$ cat src/ocn_pkg.sv
`default_nettype none

package ocn_pkg;

  localparam int unsigned NORM_W    = 16;
  localparam int unsigned CODE_W    = 16;
  localparam int unsigned ENC_MAG_W = NORM_W + 1;
  localparam int unsigned ENC_NUM_W = ENC_MAG_W + 1;
  localparam int unsigned QUO_W     = 31;
  localparam int unsigned ROOT_W    = (QUO_W + 1) / 2;

  typedef enum logic {
    CMD_ENCODE = 1'b0,
    CMD_DECODE = 1'b1
  } cmd_e;

  typedef struct packed {
    cmd_e cmd;
    logic zero;
    logic sign_x;
    logic sign_y;
    logic sign_z;
  } side_t;

endpackage

`default_nettype wire

$ cat src/ocn_divider.sv
`default_nettype none

module ocn_divider import ocn_pkg::*; #(
  parameter int unsigned REM_W      = 33,
  parameter int unsigned QUO_STAGES = 31
) (
  input  logic                  clk_i,
  input  logic                  en_i,
  input  logic [REM_W-1:0]      rem_i,
  input  logic [QUO_STAGES-1:0] low_i,
  input  logic [REM_W-1:0]      div_i,
  output logic [QUO_STAGES-1:0] quo_o
);

  logic [REM_W-1:0]      rem_q [QUO_STAGES];
  logic [QUO_STAGES-1:0] low_q [QUO_STAGES];
  logic [REM_W-1:0]      div_q [QUO_STAGES];
  logic [QUO_STAGES-1:0] quo_q [QUO_STAGES];

  for (genvar k = 0; k < QUO_STAGES; k++) begin : g_stage
    logic [REM_W-1:0]      rem_p;
    logic [REM_W-1:0]      div_p;
    logic [QUO_STAGES-1:0] low_p;
    logic [QUO_STAGES-1:0] quo_p;
    logic [REM_W:0]        trial;
    logic                  take;

    if (k == 0) begin : g_first
      assign rem_p = rem_i;
      assign div_p = div_i;
      assign low_p = low_i;
      assign quo_p = '0;
    end else begin : g_next
      assign rem_p = rem_q[k-1];
      assign div_p = div_q[k-1];
      assign low_p = low_q[k-1];
      assign quo_p = quo_q[k-1];
    end

    assign trial = {rem_p, low_p[QUO_STAGES-1]};
    assign take  = trial >= {1'b0, div_p};

    always_ff @(posedge clk_i) begin
      if (en_i) begin
        rem_q[k] <= take ? REM_W'(trial - {1'b0, div_p}) : REM_W'(trial);
        low_q[k] <= low_p << 1;
        div_q[k] <= div_p;
        quo_q[k] <= {quo_p[QUO_STAGES-2:0], take};
      end
    end
  end

  assign quo_o = quo_q[QUO_STAGES-1];

endmodule

`default_nettype wire

$ cat config.mk
export PLATFORM = sky130hd
export DESIGN_NAME = ocn_divider
export DESIGN_NICKNAME = d
export VERILOG_FILES = /design/src/ocn_pkg.sv /design/src/ocn_divider.sv
export SDC_FILE = /design/constraint.sdc
export NUM_CORES = 2
export LEC_CHECK = 0
export BUFFER_PORTS_ARGS = -buffer_cell sky130_fd_sc_hd__buf_2
export CAP_MARGIN = 15
export CORE_MARGIN = 2
export CORE_UTILIZATION = 40
export CTS_BUF_LIST = sky130_fd_sc_hd__clkbuf_8
export DETAILED_ROUTE_END_ITERATION = 6
export PLACE_DENSITY_LB_ADDON = 0.12
export SETUP_SLACK_MARGIN = 0.5
export SKIP_CTS_REPAIR_TIMING = 1
export SYNTH_ARGS = -nofsm -noshare
export SYNTH_HDL_FRONTEND = slang
export SYNTH_SLANG_ARGS = --single-unit
$ cat constraint.sdc
create_clock -name clk_i -period 4.18 [get_ports clk_i]
set_clock_uncertainty 0.05 [all_clocks]
set_input_delay 0.209 -clock clk_i [delete_from_list [all_inputs] [get_ports clk_i]]
set_output_delay 0.209 -clock clk_i [all_outputs]
set_load 0.01 [all_outputs]
### Word level (Yosys, flattened, before mapping)

Memories as Yosys holds them, arrays and structs flattened.
Index checks and enable logic that the tools add are counted.

* bits in registers: 0
* bits in latches: 0
* RAM bits: 3937
* ROM bits: 0
* input port bits: 99
* output and inout port bits: 31
* logic and storage cells: 99
* memories: 4

* add/sub/neg operators: 31
* multipliers: 0
* div/mod/pow operators: 0
* $lt $le $gt $ge: 31
* equal/unequal tests: 0
* shifts and indexed selects: 0
* muxes and demuxes: 33
* bitwise logic cells: 0
* reduce and logical (&&, ||, !) cells: 0

Memories
* div_q: words 31, bits a word 33, rd ports 30, clocked after memory_dff 0, write ports 31, line ocn_divider.sv:17 `logic [REM_W-1:0] div_q [QUO_STAGES];`
* rem_q: words 31, bits a word 33, rd ports 30, clocked after memory_dff 0, write ports 31, line ocn_divider.sv:15 `logic [REM_W-1:0] rem_q [QUO_STAGES];`
* quo_q: words 31, bits a word 31, rd ports 31, clocked after memory_dff 0, write ports 31, line ocn_divider.sv:18 `logic [QUO_STAGES-1:0] quo_q [QUO_STAGES];`
* low_q: words 31, bits a word 30, rd ports 30, clocked after memory_dff 0, write ports 31, line ocn_divider.sv:16 `logic [QUO_STAGES-1:0] low_q [QUO_STAGES];`

Operator list (count)
* $ge 34x33->1: 31
* $mux 33: 31
* $sub 33x33->33: 31
* $mux 1: 2

### Longest topological paths before layout

An unclocked memory read counts as a cell.

* depth in word-level cells: 3
* gate-level depth with buffers: 18
* gate-level depth less buffers: 16

### Least setup slack after synthesis

No wires, ideal clock.

* path kind: reg2reg
* from: memory low_q[1][299] in the netlist's numbering
* to: memory rem_q[26][3], in the netlist rem_q[3][69], data pin
* library setup time: 0.260 ns
* data arrival time: 3.482 ns
* data required time: 3.870 ns
* slack: 0.389 ns
* stages on the path, launching flop included: 16
* buffers on the path: 1
* clock period less this slack: 3.791 ns
* cell sequence: edfxtp_1 inv_1 ha_1 inv_1 fa_1 a21o_1 a21oi_2 o21bai_1 a2111oi_2 o31ai_1 a211oi_2 o21ai_1 or2_1 a21boi_2 buf_4 mux2_2

RTL lines (line)
* start: declaration: ocn_divider.sv:16
* end: declaration: ocn_divider.sv:15

==> summary by stage <==
Run status
The flow ran to the end, and the final reports show no timing, DRC or antenna violations.

Drt
The number of design-rule violations left by the first detailed-router iteration is 6552. The final wirelength is 385000 um. The final route contains approximately 100000 vias. The count of antenna-violating nets left after detailed routing is 0.

For this run, the detailed router's first-pass iteration total came to 6. The routed via count divided by cell count is approximately 5.2. For this run, design rule violations remaining after detail routing come to 0.

In the final routed layout, each cell accounts on average for roughly 20 um.

Finish
The area growth from synthesis to layout is 15.5%. The post-route netlist has 14.0% of its cells at a drive strength greater than 1. The final net count is about 15000. The total area of sequential cells is between 80000 and 90000 um^2. The multi-input combinational cells in the finished layout cover a total of roughly 60000 um^2. The fill cell instance count of the final layout is between 30000 and 40000. The fraction of the core area covered by cells at the end of the flow is between 40% and 50%.

The finished layout holds about 19000 standard cells, fillers aside.

Power and ir drop
The completed layout was analyzed and its total power is between 100 and 150 mW. The clock group share of total power is a little under a fifth. The largest vdd supply drop is around 0.00047 V. Dividing total power by cell area gives a power density of approximately 800 nW/um^2. The reported net switching power is 51.7 mW.

Cell internal power was estimated by the tool at about 86 mW. Summed over all cells, the static leakage comes to roughly 72 nW. The sequential group share of total power is between 30% and 40%. Combinational logic is responsible for about 46% of the overall power.

Net switching is a little under two fifths of the power.

Placement
The HPWL after detailed placement is between 200000 and 300000 um. The instance count after placement with tap cells included is 17800. The number of buffer cells added on primary ports is 129. The congestion estimate from routability-driven global placement came to approximately 0.89.

Timing
In the finished design, the share of the clock period the worst path needs comes to 93.9%. The number of max-slew violations in the final report is 0. Setup violations remaining at the end of the flow were counted as 0.

Headroom to the max-slew limit came out at roughly a quarter. Adding up every negative setup slack in the final design gives 0 ns. The number of hold violations in the final report was 0. Setup repair after global routing could not meet its margin everywhere. For the finished layout, the period the worst path requires is about 3.9 ns.

At the pin with the least slew margin, the transition time is 1.13 ns. Derived from the worst setup path, the maximum achievable clock frequency is between 200 and 300 MHz.

Synth
The Yosys step of the flow raised 0 warnings. The most used flip-flop cell after synthesis is edfxtp_1. In this run the cell area of the synthesized design comes to between 150000 and 200000 um^2.

The number of nets produced by synthesis is 13800. The number of flip-flops and latches in the synthesized netlist is 2941. The average instance in the mapped netlist occupies approximately 12 um^2. The proportion of register bits with asynchronous set or reset after synthesis is 0%. The synthesized netlist cell count is approximately 13000. The number of different library cells in the post-synthesis netlist is around 100.

Of the synthesized area, sequential elements account for between 50 and 60%. In this run, synthesis inferred 2941 flip-flops with an integrated enable.

Min path
The destination of the worst hold path is rem_q[0][1]. Along the worst hold path, the cell count comes to 4. In this run the worst hold path is classified as primary input to flip-flop.

The launch instance of the worst min-delay path is rem_i[0].

Setup path
In this run the worst path has a maximum fanout of 22. The data arrival time of the critical path is 4.78 ns. The internal reg-to-reg setup slack is 0.25 ns. The capturing element type of the critical path is a flip-flop.

At the worst endpoint, the required time is approximately 5.0 ns. The terminus of the critical flop-to-flop path is rem_q[3][69]. The count of cells along the worst register-to-register path is 15.

The critical path in this run is classified as flip-flop to flip-flop. The startpoint of the lowest-slack register-to-register path is low_q[1][299]. The kind of start point of the critical path is a flip-flop.

Clock network
The H-tree level count is 6. The total CTS buffers is approximately 540. At the later pin of the worst-skew pair, clock insertion delay measures between 1 and 1.5 ns. No sink is reached through more buffers than the 4 on the longest clock path.

After clock tree synthesis, the clock-pin slew on the worst setup and hold paths is approximately 0.060 ns. The number of sinks on the clock net is approximately 2900. TritonCTS built the clock tree. The root buffer cell is clkbuf_8.

Die
The die is approximately 620 um wide. In this run the core area contains about 230 standard-cell rows. The floorplan step defined a core boundary enclosing between 300000 and 400000 um^2. The top-level port count is between 100 and 150. The die outline area is ~390000 um^2. Once the floorplan was initialized, standard cells occupied between 40% and 50% of the core.

The die outline height is just over 600 um.

GRT
The initial antenna violation count is 6. The total grt overflow is 0. The maximum number of pins on one net before global-route repair is 160. The via count of the first global-routing pass came to approximately 99000. The total routing usage reported by global routing is about a fifth. The first global-routing pass estimated 574000 um of wire.

Job
The number of maximum-capacitance violations is 0.
-- layer usage --
layer  global-route usage (%)  wire length [um]  vias to the layer above
li1                         -                 -                    48700
met3                     2.49             15100                      661
met1                     23.2            163000                    48400
met5                        0                13                        -
met2                     34.2            196000                     2104
met4                     5.93             11200                        2
-- worst max-delay path by stage --
stage	start	end	slack (ns)
finish	low_q[1][299]	rem_q[3][69]	0.25
CTS	low_q[0][59]	rem_q[0][68]	0.005
detailed placement	low_q[0][59]	rem_q[0][68]	0.04
floorplan	low_q[1][299]	rem_q[3][69]	0.50
global placement	low_q[1][329]	rem_q[3][130]	0.12
global route	low_q[1][299]	rem_q[3][69]	0.10
-- area by class of cell --
class                      count  area share, %
antenna                        3        0.00425
multi-input combinational   8155           34.0
tap                         5016           3.56
clock buffer                 542           4.23
inverter                    1298           2.76
clock inverter               407           1.46
timing repair buffer         726           3.94
sequential                  2941           50.0
-- synth_stat cells (39+ instances only) --
cell | number | area share [%]
o211ai_1 | 40 | 0.20
and3_1 | 79 | 0.32
xor2_1 | 352 | 2.0
a211oi_1 | 53 | 0.26
a31oi_1 | 102 | 0.42
a21o_1 | 559 | 2.7
ha_1 | 1023 | 8.4
nand3_1 | 184 | 0.60
o21a_1 | 109 | 0.54
and2_1 | 39 | 0.16
o31ai_1 | 67 | 0.33
o21ai_0 | 657 | 2.2
nand2_1 | 744 | 1.8
a21oi_1 | 1231 | 4.0
nor2_1 | 758 | 1.9
mux2_2 | 298 | 2.2
o21bai_1 | 143 | 0.70
nand2b_1 | 133 | 0.54
xnor2_1 | 512 | 2.9
clkbuf_1 | 189 | 0.46
mux2_4 | 81 | 0.80
nor3_1 | 96 | 0.31
edfxtp_1 | 2941 | 58
nand4_1 | 133 | 0.54
buf_2 | 61 | 0.20
nor2b_1 | 134 | 0.55
inv_1 | 1295 | 3.2
-- state kept, by name, summed over array words and instances, names as in the netlist --
register  count
low_q       465
div_q       990
quo_q       496
rem_q       990
-- through the flow --
step / instance area (um^2) / setup slack [ns] / hold slack, ns
after floorplan: 153000 / 0.504 / 0.258
after global placement: 161000 / 0.119 / 0.337
after detailed placement: 161000 / 0.0406 / 0.337
after CTS: 171000 / 0.00537 / -1.02
after global routing: 176000 / 0.102 / 0.0307
final: 176000 / 0.253 / 0.0886
-- worst max-delay path, stage by stage, from the launching register on --
cell and delay, ns:
edfxtp_1 0.38, inv_1 0.08, ha_1 0.17, inv_1 0.06, fa_1 0.40, a21o_1 0.20, a21oi_2 0.16, o21bai_1 0.14
a2111oi_4 0.37, o31ai_2 0.18, a211oi_2 0.31, o21ai_2 0.15, or2_4 0.30, a21boi_4 0.18, buf_12 0.18, mux2_2 0.34
-- power by group through the flow --
stage          clock network (mW)  logic (mW)  registers (mW)
5_1_grt                      28.5        70.1            48.7
3_5_place_dp                    0        58.8            48.8
6_report                     26.1        63.2            48.0
2_1_floorplan                   0        44.6            45.3
3_3_place_gp                    0        58.2            49.0
4_1_cts                      27.3        59.2            48.3
-- kinds of logic after synthesis --
logic type | count (synthesis) | share of synthesized area (%)
multiplexers | 408 | 3.19
AO/OA/AOI/OAI | 3342 | 13.6
adder cells (fa/ha/maj) | 1053 | 8.77
buffers and inverters | 1580 | 4.03
AND/OR/NAND/NOR | 2485 | 7.60
flip-flops | 2941 | 57.8
XOR/XNOR | 864 | 4.95
-- layout by cell type, fill, tap and decap left out, drive strengths merged, types with 134 or more instances in the layout --
cell,instances
o21bai,143
clkbuf,569
inv,1464
o21ai,687
xnor2,512
dlygate4sd3,195
a21oi,1233
clkinv,196
nor2b,134
buf,504
nor2,758
edfxtp,2941
a21o,562
nand3,184
mux2,386
ha,1023
xor2,352
nand2,744
Power figures use the tool's default switching activity.
