**src/ocn_pkg.sv**
```systemverilog
`default_nettype none

package ocn_pkg;

  localparam int unsigned NORM_W    = 16;
  localparam int unsigned CODE_W    = 16;
  localparam int unsigned ENC_MAG_W = NORM_W + 1;
  localparam int unsigned ENC_NUM_W = ENC_MAG_W + 1;
  localparam int unsigned QUO_W     = 31;
  localparam int unsigned ROOT_W    = (QUO_W + 1) / 2;

  typedef enum logic {
    CMD_ENCODE = 1'b0,
    CMD_DECODE = 1'b1
  } cmd_e;

  typedef struct packed {
    cmd_e cmd;
    logic zero;
    logic sign_x;
    logic sign_y;
    logic sign_z;
  } side_t;

endpackage

`default_nettype wire

```
**src/ocn_isqrt.sv**
```systemverilog
`default_nettype none

module ocn_isqrt import ocn_pkg::*; #(
  parameter int unsigned ROOT_BITS = 16
) (
  input  logic                   clk_i,
  input  logic                   en_i,
  input  logic [2*ROOT_BITS-1:0] rad_i,
  output logic [ROOT_BITS-1:0]   root_o
);

  localparam int unsigned RadW = 2 * ROOT_BITS;

  logic [RadW-1:0]      rem_q  [ROOT_BITS];
  logic [ROOT_BITS-1:0] root_q [ROOT_BITS];

  for (genvar k = 0; k < ROOT_BITS; k++) begin : g_stage
    localparam int unsigned B = ROOT_BITS - 1 - k;
    logic [RadW-1:0]      rem_p;
    logic [ROOT_BITS-1:0] root_p;
    logic [RadW-1:0]      trial;
    logic                 take;

    if (k == 0) begin : g_first
      assign rem_p  = rad_i;
      assign root_p = '0;
    end else begin : g_next
      assign rem_p  = rem_q[k-1];
      assign root_p = root_q[k-1];
    end

    assign trial = (RadW'(root_p) << (B + 1)) + (RadW'(1) << (2 * B));
    assign take  = rem_p >= trial;

    always_ff @(posedge clk_i) begin
      if (en_i) begin
        rem_q[k]  <= take ? rem_p - trial : rem_p;
        root_q[k] <= take ? (root_p | (ROOT_BITS'(1) << B)) : root_p;
      end
    end
  end

  assign root_o = root_q[ROOT_BITS-1];

endmodule

`default_nettype wire

```
**config.mk**
```make
export PLATFORM = sky130hd
export DESIGN_NAME = ocn_isqrt
export DESIGN_NICKNAME = d
export VERILOG_FILES = /design/src/ocn_pkg.sv /design/src/ocn_isqrt.sv
export SDC_FILE = /design/constraint.sdc
export NUM_CORES = 1
export LEC_CHECK = 0
export BUFFER_PORTS_ARGS = -buffer_cell sky130_fd_sc_hd__buf_4
export CORE_MARGIN = 5
export CORE_UTILIZATION = 34
export DETAILED_ROUTE_END_ITERATION = 10
export PLACE_DENSITY_LB_ADDON = 0.05
export SLEW_MARGIN = 20
export SYNTH_ARGS = -nofsm -noshare
export SYNTH_HDL_FRONTEND = slang
export SYNTH_SLANG_ARGS = --single-unit
```
**constraint.sdc**
```tcl
create_clock -name clk_i -period 3 [get_ports clk_i]
set_clock_uncertainty 0.1 [all_clocks]
set_input_delay 0.15 -clock clk_i [delete_from_list [all_inputs] [get_ports clk_i]]
set_output_delay 0.15 -clock clk_i [all_outputs]
set_load 0.01 [all_outputs]
```
### Word-level counts from Yosys, hierarchy flattened

Memories as Yosys holds them, arrays and structs flattened.
Cells that the tools add are included.

| cells by class | value |
|---|---|
| order comparisons | 16 |
| multiplexer cells | 34 |
| $add $sub $neg | 31 |

Operators by type and width:

| cell | number |
|---|---|
| $mux W32 | 16 |
| $add A31 B29 Y32 const B | 1 |
| $ge A32 B18 Y1 | 1 |
| $ge A32 B19 Y1 | 1 |
| $ge A32 B20 Y1 | 1 |
| $ge A32 B21 Y1 | 1 |
| $ge A32 B22 Y1 | 1 |
| $ge A32 B23 Y1 | 1 |
| $ge A32 B24 Y1 | 1 |
| $ge A32 B25 Y1 | 1 |
| $ge A32 B26 Y1 | 1 |
| $ge A32 B27 Y1 | 1 |
| $ge A32 B28 Y1 | 1 |
| $ge A32 B29 Y1 | 1 |
| $ge A32 B30 Y1 | 1 |
| $ge A32 B31 Y1 | 1 |
| $ge A32 B31 Y1 const B | 1 |
| $ge A32 B32 Y1 | 1 |
| $sub A32 B18 Y32 | 1 |
| $sub A32 B19 Y32 | 1 |
| $sub A32 B20 Y32 | 1 |
| $sub A32 B21 Y32 | 1 |
| $sub A32 B22 Y32 | 1 |
| $sub A32 B23 Y32 | 1 |
| 40 further kinds | 42 |

| storage, ports and cells | value |
|---|---|
| register bits after elaboration | 0 |
| output and inout bits | 16 |
| input port bits | 34 |
| memory bits (writable) | 768 |
| memories | 2 |

Memory list:

| name | depth | width | read ports | clocked after memory_dff | write ports | RTL line | RTL |
|---|---|---|---|---|---|---|---|
| rem_q | 16 | 32 | 15 | 0 | 16 | ocn_isqrt.sv:14 | `logic [RadW-1:0] rem_q [ROOT_BITS];` |
| root_q | 16 | 16 | 16 | 0 | 16 | ocn_isqrt.sv:15 | `logic [ROOT_BITS-1:0] root_q [ROOT_BITS];` |

### Depth between registers and ports, before layout

Gate-level depths: netlist of the first run.
An unclocked memory read counts as a cell.

| logic depth | value |
|---|---|
| depth in word-level cells | 4 |
| mapped depth | 13 |
| depth with buffers taken out | 10 |

### Worst setup path before layout of the first run

No wires, ideal clock.

| timing path | value |
|---|---|
| kind | reg2reg |
| from | mem rem_q[0][245] in the netlist's numbering |
| to | mem rem_q[1][27] in the netlist's numbering (data pin) |
| cell stages (with the launch flop) | 9 |
| arrival | 2.471 ns |
| slack | 0.158 ns |
| buffers on the path | 0 |
| setup time | 0.271 ns |
| cell sequence | edfxtp_1 -> ha_1 -> and3_1 -> nand4_1 -> o311a_1 -> and4_1 -> or4_1 -> nor4_1 -> xor2_1 |

RTL lines:

| element | RTL line |
|---|---|
| start: declaration | ocn_isqrt.sv:14 |

==> metrics.cfg, run 1 <==
[outcome]
outcome = complete, no violations

[die]
die_y_um = 303
die_w_um = 303
rows = 107
coreArea_um2 = 85100
die_area_um2 = 91700
ios = 50
start_util_pct = 34.3

[finish]
diodes = 0
syn2layout_area_growth_pct = 19.4
drive_gt1_share_pct = 13.7
layout.nets = 2679
final_area_um2 = 34800
fill_cells = 7993

[synthesis]
synth_mux_area_share_pct = 0.759
avgSynthCellArea_um2 = 12.9
synth-edff-count = 616
syn_nets = 2441
yosysUniqueCellTypes = 81
seq_area_frac_synth_pct = 63.4
synth-seq-cells = 616
async_flop_share_pct = 0
synth_compound_area_share_pct = 8.76
synth_ff_type = edfxtp_1
synth-xor-area-share_pct = 5.95
synthAdderAreaFrac_pct = 6.44
netlist_area_um2 = 29200
synth_simple_gate_area_share_pct = 11.7
synth_top_family_by_area = simple AND/OR/NAND/NOR gates
yosys_warnings = 0
synthCells = 2257

[grt]
antenna_found_initial = 0
grt_first_pass_wirelength_mm = 106
grt_pass1_vias = 18500
grt.overflow.total = 0
grt_max_degree = 132
grt_usage_pct = 14.6

[route]
routed_wl_mm = 66.6
routedWlPerCell_um = 18.0
via_count = 18000
dr.pass1.iters = 5
drt_iter0_drc = 916
vias_per_cell = 4.88
drc_errors = 0
postRouteAntennaNets = 0

[setup_path]
critPathBufInv = 3
path_cells = inv_1 -> ha_4 -> or2_2 -> o311ai_1 -> buf_4 -> o21ai_0 -> and3b_1 -> or4_4 -> buf_4 -> nor2_1 -> xor2_1
cp-end-kind = flip-flop
worstPathRequired_ns = 3.24
r2r_cells = 11
cpMaxStageDelayCell = or4_4
setup.worst_path.start_class = flip-flop
path_delay_family = simple AND/OR/NAND/NOR gates
rr_endpoint = rem_q[1][29]
timing.rr.start = root_q[0][121]
path_common_cell = buf_4
cp_max_fo = 4
cp.arrival_ns = 3.14
path_class = flip-flop to flip-flop
max_stage_delay_ns = 0.54
reg2reg_slack_ns = 0.1

[timing]
setup_violations = 0
min_period_over_period_pct = 96.7
max_slew_margin_pct = 45.3
finalWorstPathRequiredPeriod_ns = 2.90
max_freq_ghz = 0.345
setup_tns_ns = 0
finalWorstSetupSlack_ns = 0.0996
hold_viol = 0
final-max-slew-violation-count = 0
worst_pin_slew_ns = 0.820

[hold_path]
whs_endpoint = rem_q[0][23]
hold-path-cell-count = 2
hold_path.startpoint = rad_i[23]
hold_class = input port to flip-flop

[power]
power_uw = 24500
vdd_drop_max_v = 0.000413
p_per_area_nw_per_um2 = 702
p_leak_uw = 0.0131

[place]
hpwlAfterDp_mm = 49.5
post-place-ws_ns = -0.190
gp_congestion = 0.821
placed_cell_area_um2 = 31700
portBuffers = 49

[clock_tree]
cts-root-buf = clkbuf_16
cts_buffer_depth = 3
cts_sinks = 616
clock_latency_ns = 0.61
cts.clk_slew.worst_paths_ns = 0.06
htree_levels = 3
cts_buffers = 74
cts_tree = built

[flow_run]
maxCapViolCount = 0

==> layer usage <==
layer,up-vias,track usage (%),wire (um)
met4,0,4.55,2090
met1,8683,18.0,28400
li1,8974,-,-
met3,121,2.39,1980
met2,266,26.2,34100
met5,-,0,0
==> sequential cells by signal (all words and copies together), names as in the netlist <==
| register | flops |
|---|---|
| root_q | 136 |
| rem_q | 480 |
==> power breakdown <==
group	total (uW)	internal, uW	switching [uW]	leakage, uW
sequential	11700	10900	833	0.00590
clock	8510	4860	3650	0.00113
combinational	4240	1960	2280	0.00608
total	24500	17700	6770	0.0131
==> stage by stage <==
stage	cells	hold slack (ns)	utilization, %
after CTS	3691	0.100	40.5
after global placement	3520	0.239	37.3
final	3698	0.157	40.9
after global routing	3698	0.120	40.9
after floorplan	2257	0.149	-
after detailed placement	3520	0.241	37.3
==> synthesized netlist by cell type, types with 11 or more instances <==
cell type    n  area (um^2)
a211oi_1    15          113
a21o_1      41          308
a21oi_1    121          606
clkbuf_1    29          109
edfxtp_1   616        18500
ha_1       150         1880
inv_1      179          672
mux2_2      16          180
nand2_1    130          488
nand2b_1    22          138
nand3_1     45          225
nand4_1     34          213
nor2_1     144          541
nor2b_1     21          131
nor3_1      57          285
nor4_1      71          444
nor4b_1     14          123
o21a_1      28          210
o21ai_0    102          510
o31ai_1     11         82.6
or3_1       24          150
or4_1       18          135
xnor2_1    114          998
xor2_1      84          736
==> cells by family after synthesis <==
| group | after synthesis |
|---|---|
| adder cells (fa/ha/maj) | 150 |
| XOR/XNOR | 198 |
| AO/OA/AOI/OAI | 404 |
| buffers and inverters | 222 |
| flip-flops | 616 |
| multiplexers | 20 |
| AND/OR/NAND/NOR | 647 |
==> worst reg2reg max path, stage by stage (launching register included) <==
cell and delay [ns]:
edfxtp_1 0.39, inv_1 0.11, ha_4 0.22, or2_2 0.31
o311ai_1 0.10, buf_4 0.17, o21ai_0 0.12, and3b_1 0.21
or4_4 0.54, buf_4 0.16, nor2_1 0.11, xor2_1 0.09
==> worst max path at each step <==
stage	from	endpoint	cells after the start
3_5_place_dp	root_q[1][95]	rem_q[1][214]	9
3_3_place_gp	rem_q[1][69]	rem_q[1][115]	7
2_1_floorplan	rem_q[0][245]	rem_q[1][27]	8
6_report	root_q[0][121]	rem_q[1][29]	11
5_1_grt	rem_q[1][59]	rem_q[1][82]	6
4_1_cts	root_q[1][31]	rem_q[1][94]	10
==> final cells by class <==
type | instances | area (um^2) | share of cell area [%]
clock inverters | 47 | 430 | 1.24
inverters | 181 | 684 | 1.97
repair buffers | 202 | 1700 | 4.88
multi-input cells | 1419 | 10200 | 29.2
clock buffers | 88 | 1900 | 5.47
repair inverters | 1 | 3.75 | 0.0108
well taps | 1144 | 1430 | 4.11
flip-flops and latches | 616 | 18500 | 53.1
==> cell usage in the layout (no fill, tap or decap), types with 12 or more instances in the layout <==
cell type,count
a211oi_1,12
a21o_1,41
a21oi_1,121
buf_4,159
clkbuf_1,14
clkbuf_16,74
clkinv_1,17
clkinv_2,15
dlygate4sd3_1,34
edfxtp_1,616
ha_1,145
inv_1,178
mux2_2,16
nand2_1,129
nand2b_1,22
nand3_1,44
nand4_1,34
nor2_1,143
nor2b_1,19
nor3_1,51
nor4_1,66
o21a_1,28
o21ai_0,98
or3_1,24
or4_1,17
xnor2_1,114
xor2_1,84
==> what timing repair did <==
action	CTS	global route
pin swaps	0	12
buffers inserted	1	7
gates cloned	1	0
endpoints found under the setup margin	71	80
resized for setup	16	45
endpoints found under the hold margin	93	0
hold buffers	34	0
Note: power is estimated with default switching activity, not from simulation.
==> run 2: changes to the inputs <==
- ABC_AREA: unset -> 1
==> metrics.cfg, run 2 <==
[finish]
final_cell_mix = nand2_1, edfxtp_1, inv_1
fill_cells = 9729  ; +22%
diodes = 0  ; unchanged
largest_reg_flops = 480  ; unchanged
layout.nets = 4068  ; +52%
reg_top3 = rem_q: 480 flops, root_q: 136 flops
regMostFlops = rem_q
final_common_cell = nand2_1
final_area_um2 = 38600  ; +11%
drive_gt1_share_pct = 7.97  ; -5.8 points
syn2layout_area_growth_pct = 16.3

[route]
vias_per_cell = 4.66  ; -4.5%
dr.pass1.iters = 5  ; unchanged
routedWlPerCell_um = 17.1  ; -5.1%
routed_wl_mm = 89.1  ; +34%
drt_iter0_drc = 1470  ; +60%
drc_errors = 0  ; unchanged
via_count = 24300  ; +35%
postRouteAntennaNets = 0  ; unchanged

[synthesis]
yosys_warnings = 0  ; unchanged
netlist.area_leader.share_pct = 55.7  ; -7.7 points
synth.area.top_cells = edfxtp_1, nand2_1, inv_1
syn_nets = 3846  ; +58%
netlist_area_um2 = 33200  ; +14%
synthCells = 3662  ; +62%
synth_ff_type = edfxtp_1
synth_area_leader_cell = edfxtp_1
async_flop_share_pct = 0  ; unchanged
seq_area_frac_synth_pct = 55.7  ; -7.7 points
avgSynthCellArea_um2 = 9.06  ; -30%
synth-seq-cells = 616  ; unchanged
synth-edff-count = 616  ; unchanged
synth_common_cells = nand2_1, edfxtp_1, inv_1
yosysUniqueCellTypes = 42  ; -48%
synth.most_common_cell = nand2_1

[power]
p_leak_uw = 0.0167  ; +27%
switchingPower_uw = 8020  ; +18%
p_sw_share_pct = 30.8  ; +3.1 points
p_int_uw = 18000  ; +1.8%
p_seq_share_pct = 44.5  ; -3.3 points
vdd_drop_max_v = 0.000455  ; +10%
power_uw = 26000  ; +6.4%
p_comb_share_pct = 21.4  ; +4.1 points
p_per_area_nw_per_um2 = 674  ; -4.0%
clock_power_share_pct = 34.1  ; -0.7 points

[grt]
grt.overflow.total = 0  ; unchanged
antenna_found_initial = 1  ; +1
grt_max_degree = 67  ; -49%
grt_pass1_vias = 24300  ; +31%
grt_first_pass_wirelength_mm = 139  ; +31%
grt_usage_pct = 17.1  ; +2.5 points

[flow_run]
maxCapViolCount = 0  ; unchanged

[die]
ios = 50  ; unchanged
die_w_um = 322  ; +6.4%
die_area_um2 = 104000  ; +13%
start_util_pct = 34.3  ; about the same
die_y_um = 322  ; +6.4%
rows = 114  ; +6.5%
coreArea_um2 = 96900  ; +14%

[setup_path]
reg2reg_slack_ns = 0.23  ; +0.13 ns
cp-end-kind = flip-flop
worstPathRequired_ns = 3.27  ; +0.03 ns
path_class = flip-flop to flip-flop
cp_max_fo = 17  ; +13
setup.worst_path.start_class = flip-flop
cp.arrival_ns = 3.04  ; -0.10 ns

[timing]
max_slew_margin_pct = 46.7  ; +1.4 points
finalWorstPathRequiredPeriod_ns = 2.77  ; -0.128 ns
worst_pin_slew_ns = 0.797  ; -0.0229 ns
max_freq_ghz = 0.361  ; +4.6%
setup_tns_ns = 0  ; unchanged
setup_violations = 0  ; unchanged
min_period_over_period_pct = 92.4  ; -4.3 points
hold_viol = 0  ; unchanged
rsz0062_at_grt = false
final-max-slew-violation-count = 0  ; unchanged
fin_hold_ws_ns = 0.140  ; -0.0172 ns

[clock_tree]
cts_sinks = 616  ; unchanged
cts_tree = built
cts.clk_slew.worst_paths_ns = 0.06  ; about the same
clock_latency_ns = 0.63  ; +0.02 ns
post_cts.repair.setup_buffers = 0  ; -1
htree_levels = 3  ; unchanged
cts_buffer_depth = 3  ; unchanged
cts_buffers = 75  ; +1.4%
cts-root-buf = clkbuf_16

[outcome]
outcome = complete, no violations

[place]
placed_cell_area_um2 = 35900  ; +13%
hpwlAfterDp_mm = 70.1  ; +42%
portBuffers = 49  ; unchanged
gp_congestion = 0.869  ; +5.9%

[hold_path]
hold_class = input port to flip-flop

run 2: path summary, 6_finish.rpt:
path            startpoint             to  cells past startpoint
max          rem_q[1][115]  rem_q[1][142]                     11
min              rad_i[16]   rem_q[0][16]                      2
max reg2reg  rem_q[1][115]  rem_q[1][142]                     11
min reg2reg   rem_q[1][71]  rem_q[1][103]                      0
run 2: area by class of cell:
class / instances / area [um^2] / share of cell area (%)
sequential: 616 / 18500 / 47.9
clock buffer: 89 / 1950 / 5.05
timing repair buffer: 170 / 1570 / 4.07
multi-input combinational: 2456 / 12400 / 32.2
inverter: 565 / 2120 / 5.49
clock inverter: 45 / 439 / 1.14
tap: 1276 / 1600 / 4.14
run 2: routing by layer:
layer,share of wire (%),up-vias,wire length (um),global-route usage (%)
met5,0,-,0,0
met4,3.0,0,2660,5.15
met3,3.4,149,2990,2.34
met2,48,417,42500,29.3
met1,46,11200,40900,22.7
li1,-,12500,-,-
run 2: kinds of logic (layout without fill, tap and decap cells):
logic type      after synthesis  after routing  share of synthesized area, %
flops                       616            616                          55.7
fa+ha+maj                   150            150                          5.66
simple gates               1895           1895                          24.0
compound gates              304            304                          4.95
buf+inv                     590            869                          6.84
xor+xnor                    107            107                          2.82
run 2: timing repair:
| item | 4_1_cts | 5_1_grt |
|---|---|---|
| hold endpoints to repair | 68 | 0 |
| endpoints found under the setup margin | 0 | 3 |
| hold buffers | 35 | 0 |
| gates resized for setup | 0 | 1 |
run 2: through the flow:
| stage | instances | util [%] | setup slack [ns] |
|---|---|---|---|
| 5_1_grt | 5217 | 39.9 | 0.0627 |
| 3_5_place_dp | 5048 | 37.0 | 0.151 |
| 3_3_place_gp | 5048 | 37.0 | 0.136 |
| 4_1_cts | 5217 | 39.8 | 0.0979 |
| 2_1_floorplan | 3662 | - | 0.874 |
| 6_report | 5217 | 39.9 | 0.227 |
run 2: power groups by stage:
stage | sequential [uW] | combinational (uW) | clock (uW)
finish | 11600 | 5560 | 8870
global route | 11700 | 6380 | 9550
CTS | 11600 | 5600 | 9190
detailed placement | 11800 | 5530 | 0
global placement | 11800 | 5550 | 0
floorplan | 11400 | 3900 | 0
run 2: critical path: stages (launching register included):
cell,delay (ns)
edfxtp_1,0.42
ha_1,0.43
nand2_2,0.14
nor2_2,0.28
nand4_1,0.29
o21ai_4,0.29
inv_2,0.07
nand2_4,0.12
inv_2,0.09
buf_12,0.16
nand2_1,0.06
nand2_1,0.06
